===== src/sv/ikc_pkg.sv =====
package ikc_pkg;

  localparam int CordicIters = 16;
  localparam int AtanLen = 24;
  localparam int CordicSteps = (CordicIters < AtanLen) ? CordicIters : AtanLen;

  localparam logic [24:0] Deg90Q16 = 25'd5898240;
  localparam logic [24:0] Deg180Q16 = 25'd11796480;
  localparam logic signed [16:0] Deg150Q6 = 17'sd9600;
  localparam logic signed [16:0] AngleLimit = 17'sd23040;
  localparam logic [14:0] LinkReset = 15'd693;

  typedef struct packed {
    logic signed [15:0] target_x;
    logic signed [15:0] target_y;
  } ikc_in_t;

  typedef struct packed {
    logic signed [15:0] shoulder_angle;
    logic signed [15:0] elbow_angle;
    logic               reachable;
  } ikc_out_t;

  typedef enum logic [1:0] {MUL_XX, MUL_YY, MUL_LL, MUL_SR} ikc_mul_e;
  typedef enum logic [1:0] {CSEL_T1, CSEL_T2, CSEL_T3} ikc_csel_e;

  typedef enum logic [1:0] {CR_IDLE, CR_NORM, CR_ITER, CR_DONE} ikc_cr_state_e;

  typedef enum logic [3:0] {
    C_IDLE, C_SQX, C_SQY, C_SQL, C_CHECK, C_MUL, C_SQRT_GO, C_SQRT,
    C_CORD1, C_WAIT1, C_CORD2, C_WAIT2, C_CORD3, C_WAIT3, C_OUT
  } ikc_state_e;

  typedef struct packed {
    logic      load_in;
    logic      mul_en;
    ikc_mul_e  mul_sel;
    logic      check;
    logic      sqrt_start;
    logic      cord_start;
    ikc_csel_e cord_sel;
    logic      write_out;
  } ikc_cmd_t;

  typedef struct packed {
    logic reach;
    logic sqrt_done;
    logic cord_done;
    logic out_free;
  } ikc_sts_t;

  // arctan(2^-i) in degrees, scaled by 2^16
  function automatic logic [21:0] atan_deg(input logic [4:0] idx);
    logic [21:0] v;
    case (idx)
      5'd0: v = 22'd2949120;
      5'd1: v = 22'd1740967;
      5'd2: v = 22'd919879;
      5'd3: v = 22'd466945;
      5'd4: v = 22'd234379;
      5'd5: v = 22'd117306;
      5'd6: v = 22'd58666;
      5'd7: v = 22'd29335;
      5'd8: v = 22'd14668;
      5'd9: v = 22'd7334;
      5'd10: v = 22'd3667;
      5'd11: v = 22'd1833;
      5'd12: v = 22'd917;
      5'd13: v = 22'd458;
      5'd14: v = 22'd229;
      5'd15: v = 22'd115;
      5'd16: v = 22'd57;
      5'd17: v = 22'd29;
      5'd18: v = 22'd14;
      5'd19: v = 22'd7;
      5'd20: v = 22'd4;
      5'd21: v = 22'd2;
      5'd22: v = 22'd1;
      default: v = 22'd0;
    endcase
    return v;
  endfunction

endpackage


===== src/sv/ikc_ctrl.sv =====
module ikc_ctrl import ikc_pkg::*; (
  input  logic     clk_i,
  input  logic     rst_ni,
  input  logic     in_valid_i,
  output logic     in_ready_o,
  input  ikc_sts_t sts_i,
  output ikc_cmd_t cmd_o
);

  ikc_state_e state_q, state_d;

  always_comb begin
    state_d = state_q;
    unique case (state_q)
      C_IDLE:    if (in_valid_i) state_d = C_SQX;
      C_SQX:     state_d = C_SQY;
      C_SQY:     state_d = C_SQL;
      C_SQL:     state_d = C_CHECK;
      C_CHECK:   state_d = C_MUL;
      C_MUL:     state_d = sts_i.reach ? C_SQRT_GO : C_OUT;
      C_SQRT_GO: state_d = C_SQRT;
      C_SQRT:    if (sts_i.sqrt_done) state_d = C_CORD1;
      C_CORD1:   state_d = C_WAIT1;
      C_WAIT1:   if (sts_i.cord_done) state_d = C_CORD2;
      C_CORD2:   state_d = C_WAIT2;
      C_WAIT2:   if (sts_i.cord_done) state_d = C_CORD3;
      C_CORD3:   state_d = C_WAIT3;
      C_WAIT3:   if (sts_i.cord_done) state_d = C_OUT;
      C_OUT:     if (sts_i.out_free) state_d = C_IDLE;
      default:   state_d = C_IDLE;
    endcase
  end

  always_comb begin
    cmd_o = '0;
    cmd_o.mul_sel = MUL_SR;
    cmd_o.cord_sel = CSEL_T1;
    in_ready_o = 1'b0;
    unique case (state_q)
      C_IDLE: begin
        in_ready_o = 1'b1;
        cmd_o.load_in = in_valid_i;
      end
      C_SQX: begin
        cmd_o.mul_en = 1'b1;
        cmd_o.mul_sel = MUL_XX;
      end
      C_SQY: begin
        cmd_o.mul_en = 1'b1;
        cmd_o.mul_sel = MUL_YY;
      end
      C_SQL: begin
        cmd_o.mul_en = 1'b1;
        cmd_o.mul_sel = MUL_LL;
      end
      C_CHECK: cmd_o.check = 1'b1;
      C_MUL: cmd_o.mul_en = 1'b1;
      C_SQRT_GO: cmd_o.sqrt_start = 1'b1;
      C_CORD1: begin
        cmd_o.cord_start = 1'b1;
        cmd_o.cord_sel = CSEL_T1;
      end
      C_WAIT1: cmd_o.cord_sel = CSEL_T1;
      C_CORD2: begin
        cmd_o.cord_start = 1'b1;
        cmd_o.cord_sel = CSEL_T2;
      end
      C_WAIT2: cmd_o.cord_sel = CSEL_T2;
      C_CORD3: begin
        cmd_o.cord_start = 1'b1;
        cmd_o.cord_sel = CSEL_T3;
      end
      C_WAIT3: cmd_o.cord_sel = CSEL_T3;
      C_OUT: cmd_o.write_out = sts_i.out_free;
      default: ;
    endcase
  end

  always_ff @(posedge clk_i or negedge rst_ni) begin
    if (!rst_ni) begin
      state_q <= C_IDLE;
    end else begin
      state_q <= state_d;
    end
  end

endmodule


===== config.mk =====
export PLATFORM = sky130hd
export DESIGN_NAME = ikc_ctrl
export DESIGN_NICKNAME = d
export VERILOG_FILES = /design/src/sv/ikc_pkg.sv /design/src/sv/ikc_ctrl.sv
export SDC_FILE = /design/constraint.sdc
export NUM_CORES = 1
export LEC_CHECK = 0
export BUFFER_PORTS_ARGS = -buffer_cell sky130_fd_sc_hd__buf_2
export CORE_AREA = 2 2 39 41
export CTS_BUF_LIST = sky130_fd_sc_hd__clkbuf_16
export CTS_CLUSTER_SIZE = 25
export DETAILED_ROUTE_END_ITERATION = 10
export DIE_AREA = 0 0 41 43
export HOLD_SLACK_MARGIN = 0.02
export PLACE_DENSITY = 0.65
export SYNTH_ARGS = -nofsm -noshare
export SYNTH_HDL_FRONTEND = slang
export SYNTH_SLANG_ARGS = --single-unit

===== constraint.sdc =====
create_clock -name clk_i -period 1.47 [get_ports clk_i]
set_input_delay 0.294 -clock clk_i [delete_from_list [all_inputs] [get_ports clk_i]]
set_output_delay 0.294 -clock clk_i [all_outputs]
set_load 0.01 [all_outputs]

==> metrics.cfg, run 1 <==
[final_layout]
fin_cells = 100
fillers = 127
drive_gt1_share_pct = 64.3
final_nets = 93
antenna_cells = 0
largest_registers = state_q: 4 flops
layout_common_cells = 16 x buf_2, 11 x buf_6, 7 x buf_4
final_util_pct = 57.8
final_common_cell = buf_2
largest_register_ffs = 4
syn_to_final_growth_pct = 114
regMostFlops = state_q

[power_and_ir_drop]
p_per_area_nw_per_um2 = 2670
p_int_w = 0.00128
power_w = 0.00213
max-vdd-ir-drop_v = 0.000834
clkPwrFrac_pct = 20.3
p_leak_nw = 0.383
seqPwrFrac_pct = 11.4
p_switching_w = 0.000850
sw_frac_of_total_pct = 39.9
power.share.combinational_pct = 68.3

[timing]
worst_slew_pin_slew_ns = 0.199
slew_viol_final = 0
hold_violations = 0
fmax_mhz = 620
finalSetupViolations = 11
period_minus_slack_ns = 1.61
timing.final.ws_setup_ns = -0.143
fin_crit_sh_pct = 110
rsz0062_at_grt = yes
finalClockSkew_ns = 0.00275
relSlewSlack_pct = 86.7

[place]
io_buffers = 17
dp.cells = 87
gp_congestion = 0.794
dp_hpwl_microns = 739

[setup_path]
worstPathArrival_ns = 1.72
r2r_slack_ns = -0.14
r2r_start = state_q[2]
reg2regPathDepth = 4
rr_endpoint = state_q[3]
crit_required_ns = 1.58
worstSetupEndpointType = register
path_class = reg2reg
startpoint_type = register
path_max_fanout = 4

[clocking]
cts_buffers = 3
clk_pin_slew_ns = 0.03
h-tree-depth = 1
clock-root-buffer = clkbuf_16
clockBufferDepth = 2
insertion_delay_ns = 0.23
tritoncts = yes
cts_sinks = 4

[routing]
antenna_left = 0
drc = 0
wirelength_microns = 1390
avgViaCountPerCell = 5.00
vias = 500
post_drt_wl_per_cell_microns = 13.9
drt-initial-drc-count = 6
first_pass_iters = 4

[global_route]
antenna_found_initial = 0
grt_pass1_wl_microns = 2180
grt_usage_pct = 18.4
grt_max_degree = 10
grt.overflow.total = 0
grt_pass1_vias = 510

[run]
cap_violations = 0

[floorplanning]
die_w_microns = 41
ioPinCount = 18
core_sq_um = 1380
die_h_microns = 43
row_count = 14
initial_core_util_pct = 27.0
die-area_sq_um = 1760

[synthesis]
muxShareOfSynthArea_pct = 6.69
yosys_warnings = 0
synthSimpleGateAreaFrac_pct = 38.5
synth-compound-area-share_pct = 19.7
ys_seq_area_share_pct = 26.8
synth_seq_cells = 4
synth_top_family_by_area = simple AND/OR/NAND/NOR gates
syn-cell-area_sq_um = 374
synth_xor_area_share_pct = 2.34
synth.distinct_cells = 25
synth_cells = 50
synth_nets = 57
avgSynthCellArea_sq_um = 7.48
synthAdderAreaFrac_pct = 0

[min_path]
worst_hold_path_type = in2async

[status]
violations = negative setup slack
status = finished, violations left

## timing repair
action / CTS / global route
hold endpoints to repair: 4 / 0
setup endpoints to repair: 8 / 13
pin swaps: 6 / 7
hold buffers: 1 / 0
setup buffers: 7 / 2
gates resized for setup: 18 / 9
## through the flow
step                setup TNS [ns]  hold slack, ns  instance area (sq um)  worst slack, ns
floorplan                  -0.0592        -0.00159                    380          -0.0310
global placement           -0.0844           0.101                    531          -0.0844
detailed placement          -0.112           0.102                    531           -0.112
CTS                         -0.420           0.405                    743           -0.115
global route                 -1.29           0.438                    800           -0.210
finish                      -0.653           0.402                    800           -0.143
## layer usage
layer	routed length [microns]	global-route usage (%)	vias up	share of wire [%]
li1	-	-	244	-
met1	574	21.4	235	41
met2	728	29.1	19	52
met3	59	3.14	2	4.3
met4	25	12.0	0	1.8
met5	0	0	-	0
## worst max-delay path, cell delays in order, from the launching register on
cell	delay, ns
dfrtp_1	0.41
or4_4	0.57
a21oi_2	0.16
a21oi_2	0.06
mux2_4	0.29
## cell type report
type | count | area, sq um | share of cell area (%)
inverters | 2 | 7.51 | 0.939
well taps | 16 | 20.0 | 2.50
repair buffers | 35 | 267 | 33.3
flip-flops and latches | 4 | 100 | 12.5
clock buffers | 3 | 75.1 | 9.39
multi-input cells | 40 | 330 | 41.3
## synth_stat cells
cell,number,area (sq um)
nor2_1,6,22.5
nand2_1,5,18.8
clkbuf_1,4,15.0
dfrtp_1,4,100
o21ai_0,4,20.0
nand2b_1,3,18.8
a21oi_2,2,17.5
and2_1,2,12.5
inv_1,2,7.51
nand3_1,2,10.0
nor3_1,2,10.0
a21oi_1,1,5.00
a32oi_1,1,8.76
and3_1,1,6.26
mux2_4,1,15.0
mux2i_1,1,10.0
nand4b_1,1,8.76
nor3b_1,1,7.51
nor4_1,1,6.26
o21ai_1,1,5.00
o21ai_2,1,8.76
o22a_1,1,8.76
or4_4,1,11.3
or4bb_1,1,11.3
xor2_1,1,8.76
## how the worst max path moves through the flow
stage               cells past startpoint       start         end  slack [ns]
finish                                  4  state_q[2]  state_q[3]       -0.14
global placement                        5  in_valid_i  state_q[3]       -0.08
global route                            4  state_q[2]    cmd_o[9]       -0.21
detailed placement                      5  in_valid_i  state_q[3]       -0.11
CTS                                     4  state_q[2]    cmd_o[9]       -0.11
floorplan                               3  state_q[1]    cmd_o[9]       -0.03
## cells by family after synthesis
family          after synthesis
compound gates               11
flops                         4
mux                           2
simple gates                 26
buf+inv                       6
xor+xnor                      1
## power groups by stage
stage / Clock, W / Sequential, W / Combinational (W)
2_1_floorplan: 0 / 0.000227 / 0.000577
3_3_place_gp: 0 / 0.000220 / 0.000912
3_5_place_dp: 0 / 0.000221 / 0.000927
4_1_cts: 0.000430 / 0.000238 / 0.00127
5_1_grt: 0.000443 / 0.000252 / 0.00158
6_report: 0.000432 / 0.000242 / 0.00146
Power figures use the tool's default switching activity.
==> inputs of run 2 (changes only) <==
--- a/config.mk
+++ b/config.mk
@@ -12,7 +12,7 @@
 export DETAILED_ROUTE_END_ITERATION = 10
 export DIE_AREA = 0 0 41 43
 export HOLD_SLACK_MARGIN = 0.02
-export PLACE_DENSITY = 0.65
+export PLACE_DENSITY = 0.63
 export SYNTH_ARGS = -nofsm -noshare
 export SYNTH_HDL_FRONTEND = slang
 export SYNTH_SLANG_ARGS = --single-unit
==> constraint.sdc (replaced) <==
create_clock -name clk_i -period 2 [get_ports clk_i]
set_input_delay 0.4 -clock clk_i [delete_from_list [all_inputs] [get_ports clk_i]]
set_output_delay 0.4 -clock clk_i [all_outputs]
set_load 0.01 [all_outputs]
==> run 2 against run 1 <==
Compared with the run above: the run now ends clean; global-route usage down 3.7 points; wire length down 28%; combinational power down 61%; clock-buffer cell count unchanged; setup slack better by 0.42 ns; clock power down 27%; flip-flop and latch count unchanged.
==> metrics.cfg, run 2 (synthesized netlist as in run 1, its figures left out) <==
[routing]
avgViaCountPerCell = 5.06  ; was 5.00
vias = 435  ; was 500
first_pass_iters = 4  ; unchanged
antenna_left = 0  ; unchanged
drt-initial-drc-count = 17  ; was 6
wirelength_microns = 1000  ; was 1390 microns
post_drt_wl_per_cell_microns = 11.6  ; was 13.9 microns
drc = 0  ; unchanged

[place]
dp.cells = 82  ; was 87
place_ws_ns = 0.333  ; was -0.112 ns
io_buffers = 17  ; unchanged
placed_cell_area_sq_um = 487  ; was 531 sq um
dp_hpwl_microns = 711  ; was 739 microns
gp_congestion = 0.818  ; was 0.794

[global_route]
grt.overflow.total = 0  ; unchanged
grt_pass1_wl_microns = 1660  ; was 2180 microns
grt_max_degree = 16  ; was 10
grt_pass1_vias = 419  ; was 510
grt_usage_pct = 14.7  ; was 18.4%
antenna_found_initial = 0  ; unchanged

[setup_path]
path_max_fanout = 11  ; was 4
path_class = reg2out  ; was reg2reg
startpoint_type = register  ; unchanged
worstPathArrival_ns = 1.32  ; was 1.72 ns
critPathTopFamily = flip-flops  ; was simple AND/OR/NAND/NOR gates
crit_chain = buf_4 > nor4_2 > and2_1 > buf_2  ; was or4_4 > a21oi_2 > a21oi_2 > mux2_4
crit_required_ns = 1.60  ; was 1.58 ns
critPathSlowestCell = dfrtp_1  ; was or4_4
path_buf_inv = 2  ; was 0
worst_path_largest_cell_delay_ns = 0.47  ; was 0.57 ns
worstSetupEndpointType = output port  ; was register

[timing]
fmax_mhz = 580
hold_violations = 0  ; unchanged
period_minus_slack_ns = 1.72
fin_crit_sh_pct = 86.2
slew_viol_final = 0  ; unchanged
finalSetupViolations = 0  ; was 11
finalClockSkew_ns = 0.00317  ; was 0.00275 ns
fin_tns_setup_ns = 0  ; was -0.653 ns
timing.final.ws_setup_ns = 0.276  ; was -0.143 ns
rsz0062_at_grt = no  ; was yes
relSlewSlack_pct = 75.1  ; was 86.7%
worst_slew_pin_slew_ns = 0.374  ; was 0.199 ns

[clocking]
clockBufferDepth = 2  ; unchanged
cts_buffers = 3  ; unchanged
insertion_delay_ns = 0.23  ; about the same
clock-root-buffer = clkbuf_16  ; unchanged
cts_sinks = 4  ; unchanged
clk_pin_slew_ns = 0.03  ; about the same
tritoncts = yes  ; unchanged
h-tree-depth = 1  ; unchanged
cts_setup_buffers = 0  ; was 7

[final_layout]
drive_gt1_share_pct = 41.4  ; was 64.3%
final_common_cell = buf_2  ; unchanged
fin_cells = 86  ; was 100
largest_registers = state_q: 4 flops  ; unchanged
regMostFlops = state_q  ; unchanged
syn_to_final_growth_pct = 54.5  ; was 114%
final_nets = 79  ; was 93
layout_common_cells = 17 x buf_2, 6 x nor2_1, 5 x nand2_1  ; was 16 x buf_2, 11 x buf_6, 7 x buf_4
antenna_cells = 0  ; unchanged
fin_area_sq_um = 578  ; was 800 sq um
largest_register_ffs = 4  ; unchanged

[floorplanning]
die_w_microns = 41  ; unchanged
ioPinCount = 18  ; unchanged
core_sq_um = 1380  ; unchanged
die-area_sq_um = 1760  ; unchanged
initial_core_util_pct = 27.0  ; unchanged
row_count = 14  ; unchanged
die_h_microns = 43  ; unchanged

[power_and_ir_drop]
max-vdd-ir-drop_v = 0.000644  ; was 0.000834 V
p_leak_nw = 0.276  ; was 0.383 nW
p_per_area_nw_per_um2 = 1880  ; was 2670 nW/um^2

[run]
cap_violations = 0  ; unchanged

[min_path]
worst_hold_path_type = in2async  ; unchanged

[status]
status = complete, no violations  ; was finished, violations left

[run 2: changes by cell type in the layout (fill, tap and decap cells not counted), sizes merged]
cell and change:
buf -14
[run 2: area by class of cell]
cell class	count	area (sq um)
Tap cell	16	20.0
Sequential cell	4	100
Inverter	2	7.51
Fill cell	157	806
Timing Repair Buffer	21	118
Clock buffer	3	75.1
Multi-Input combinational cell	40	258
[run 2: what timing repair did]
item	4_1_cts	5_1_grt
hold buffers	1	0
endpoints found under the setup margin	0	1
hold endpoints to repair	4	0
resized for setup	0	1
[run 2: final timing paths]
path | slack [ns] | cells after the start | endpoint | from
setup / recovery | 0.28 | 4 | cmd_o[9] | state_q[3]
min in group clk_i | 0.63 | 4 | state_q[1] | sts_i[0]
setup reg to reg | 0.31 | 4 | state_q[3] | state_q[2]
hold / removal | 0.51 | 2 | state_q[0] | rst_ni
max in group asynchronous | 1.37 | 2 | state_q[3] | rst_ni
hold reg to reg | 0.74 | 2 | state_q[0] | state_q[0]
[run 2: metal layers]
metal / wire, microns / share of wire [%] / up-vias / GRT usage [%]
met1: 400 / 40 / 194 / 15.7
met3: 73 / 7.3 / 2 / 3.14
met2: 510 / 51 / 22 / 22.8
met5: 0 / 0 / - / 0
li1: - / - / 217 / -
met4: 15 / 1.5 / 0 / 12.7
[run 2: per-stage QoR]
stage	hold slack (ns)	power (W)	utilization [%]
CTS	0.512	0.00108	41.3
floorplan	0.104	0.000582	-
global placement	0.207	0.000758	35.2
detailed placement	0.206	0.000761	35.2
finish	0.507	0.00109	41.8
global route	0.526	0.00117	41.8
[run 2: where the power goes]
part           switching (W)  leakage, nW  total [W]  internal, W
clock network      0.0000603       0.0370   0.000316     0.000256
logic               0.000305        0.192   0.000568     0.000263
registers          0.0000804       0.0475   0.000205     0.000125
total               0.000446        0.276    0.00109     0.000644
[run 2: worst register-to-register path: cells and delay by family, from the launching register on]
family | cells | cell delay, ns
AOI/OAI and AO/OA | 2 | 0.20
DFF | 1 | 0.50
muxes | 1 | 0.29
and+or+nand+nor | 1 | 0.58
==> inputs of run 3 (changes only) <==
--- a/config.mk
+++ b/config.mk
@@ -7,7 +7,7 @@
 export LEC_CHECK = 0
 export BUFFER_PORTS_ARGS = -buffer_cell sky130_fd_sc_hd__buf_2
 export CORE_AREA = 2 2 39 41
-export CTS_BUF_LIST = sky130_fd_sc_hd__clkbuf_16
+export CTS_BUF_LIST = sky130_fd_sc_hd__clkbuf_8
 export CTS_CLUSTER_SIZE = 25
 export DETAILED_ROUTE_END_ITERATION = 10
 export DIE_AREA = 0 0 41 43
==> run 3 against run 2 <==
Compared with the run above: clock-buffer cell count did not move; final area fell by 5.8%; critical path type unchanged; total power shrank 13%.
==> metrics.cfg, run 3 (synthesized netlist as in run 1, its figures left out) <==
[status]
status = complete, no violations  ; unchanged

[clocking]
h-tree-depth = 1  ; unchanged
cts_sinks = 4  ; unchanged
cts_setup_buffers = 0  ; unchanged
tritoncts = yes  ; unchanged
clockBufferDepth = 2  ; unchanged
clock-root-buffer = clkbuf_8  ; was clkbuf_16
clk_pin_slew_ns = 0.03  ; about the same
cts_buffers = 3  ; unchanged
insertion_delay_ns = 0.22  ; was 0.23 ns

[final_layout]
antenna_cells = 0  ; unchanged
drive_gt1_share_pct = 41.4  ; unchanged
largest_registers = state_q: 4 flops  ; unchanged
layout_common_cells = 17 x buf_2, 6 x nor2_1, 5 x nand2_1  ; unchanged
syn_to_final_growth_pct = 45.5  ; was 54.5%
final_common_cell = buf_2  ; unchanged
final_nets = 79  ; unchanged
fin_area_sq_um = 544  ; was 578 sq um
regMostFlops = state_q  ; unchanged
largest_register_ffs = 4  ; unchanged

[power_and_ir_drop]
max-vdd-ir-drop_v = 0.000462  ; was 0.000644 V
p_per_area_nw_per_um2 = 1730  ; was 1880 nW/um^2
p_leak_nw = 0.261  ; was 0.276 nW

[setup_path]
path_buf_inv = 2  ; unchanged
cp.depth = 4  ; unchanged
r2r_start = state_q[2]  ; unchanged
critPathTopFamily = flip-flops  ; unchanged
rr_endpoint = state_q[3]  ; unchanged
r2r_slack_ns = 0.31  ; about the same
reg2regPathDepth = 4  ; unchanged
crit_chain = buf_4 > nor4_2 > and2_1 > buf_2  ; unchanged
crit_required_ns = 1.60  ; about the same
path_class = reg2out  ; unchanged
worstSetupEndpointType = output port  ; unchanged
worstPathArrival_ns = 1.32  ; about the same
critPathSlowestCell = dfrtp_1  ; unchanged
startpoint_type = register  ; unchanged
path_max_fanout = 11  ; unchanged
worst_path_largest_cell_delay_ns = 0.48  ; was 0.47 ns

[timing]
finalSetupViolations = 0  ; unchanged
slew_viol_final = 0  ; unchanged
worst_slew_pin_slew_ns = 0.373  ; was 0.374 ns
fin_tns_setup_ns = 0  ; unchanged
rsz0062_at_grt = no  ; unchanged
fin_crit_sh_pct = 86.1  ; was 86.2%
hold_violations = 0  ; unchanged
relSlewSlack_pct = 75.2  ; was 75.1%
period_minus_slack_ns = 1.72  ; about the same
finalClockSkew_ns = 0.00241  ; was 0.00317 ns
fmax_mhz = 581  ; was 580 MHz

[floorplanning]
ioPinCount = 18  ; unchanged
die_w_microns = 41  ; unchanged
row_count = 14  ; unchanged
die-area_sq_um = 1760  ; unchanged
initial_core_util_pct = 27.0  ; unchanged
die_h_microns = 43  ; unchanged
core_sq_um = 1380  ; unchanged

[routing]
drc = 0  ; unchanged
wirelength_microns = 974  ; was 1000 microns
antenna_left = 0  ; unchanged
avgViaCountPerCell = 5.05  ; was 5.06
first_pass_iters = 4  ; unchanged
post_drt_wl_per_cell_microns = 11.3  ; was 11.6 microns
drt-initial-drc-count = 18  ; was 17
vias = 434  ; was 435

[place]
io_buffers = 17  ; unchanged
gp_congestion = 0.818  ; unchanged
dp_hpwl_microns = 711  ; unchanged
placed_cell_area_sq_um = 487  ; unchanged

[global_route]
grt_pass1_wl_microns = 1610  ; was 1660 microns
grt_usage_pct = 14.1  ; was 14.7%
grt.overflow.total = 0  ; unchanged
grt_max_degree = 16  ; unchanged
grt_pass1_vias = 397  ; was 419
antenna_found_initial = 0  ; unchanged

[min_path]
worst_hold_path_type = in2async  ; unchanged

[run]
cap_violations = 0  ; unchanged

-- run 3: changes by cell type in the layout (fill, tap and decap cells not counted) --
cell | before | now
clkbuf_16 | 3 | 0
clkbuf_8 | 0 | 3
-- run 3: report_power, final --
part / switching (W) / internal (W) / leakage, nW
sequential: 0.0000802 / 0.000125 / 0.0475
clock: 0.0000421 / 0.000128 / 0.0216
combinational: 0.000304 / 0.000263 / 0.192
total: 0.000427 / 0.000516 / 0.261
-- run 3: timing repair --
action / CTS / global route
resized for setup: 0 / 1
hold buffers: 1 / 0
setup endpoints to repair: 0 / 1
endpoints found under the hold margin: 4 / 0
-- run 3: worst max-delay path by stage --
stage | startpoint | endpoint
5_1_grt | state_q[3] | cmd_o[9]
4_1_cts | state_q[3] | cmd_o[9]
2_1_floorplan | state_q[1] | cmd_o[9]
3_5_place_dp | state_q[2] | state_q[3]
3_3_place_gp | state_q[2] | state_q[3]
6_report | state_q[3] | cmd_o[9]
-- run 3: per-stage QoR --
stage | setup WS (ns) | total power, W | hold WS, ns | util (%) | cells
floorplan | 0.269 | 0.000582 | 0.104 | - | 50
global placement | 0.356 | 0.000758 | 0.207 | 35.2 | 82
detailed placement | 0.333 | 0.000761 | 0.206 | 35.2 | 82
CTS | 0.150 | 0.000938 | 0.525 | 38.9 | 86
global route | 0.179 | 0.00102 | 0.555 | 39.3 | 86
finish | 0.279 | 0.000943 | 0.530 | 39.3 | 86
-- run 3: final cells by class --
class / count / area [sq um]
well taps: 16 / 20.0
repair buffers: 21 / 118
multi-input cells: 40 / 258
inverters: 2 / 7.51
flip-flops and latches: 4 / 100
clock buffers: 3 / 41.3
fillers: 158 / 840
-- run 3: layer usage --
metal  global-route usage, %  vias to the layer above  wire, microns
li1                        -                      218              -
met1                    16.2                      195            408
met2                    21.3                       19            485
met3                    3.14                        2             58
met4                    10.7                        0             22
met5                       0                        -              0
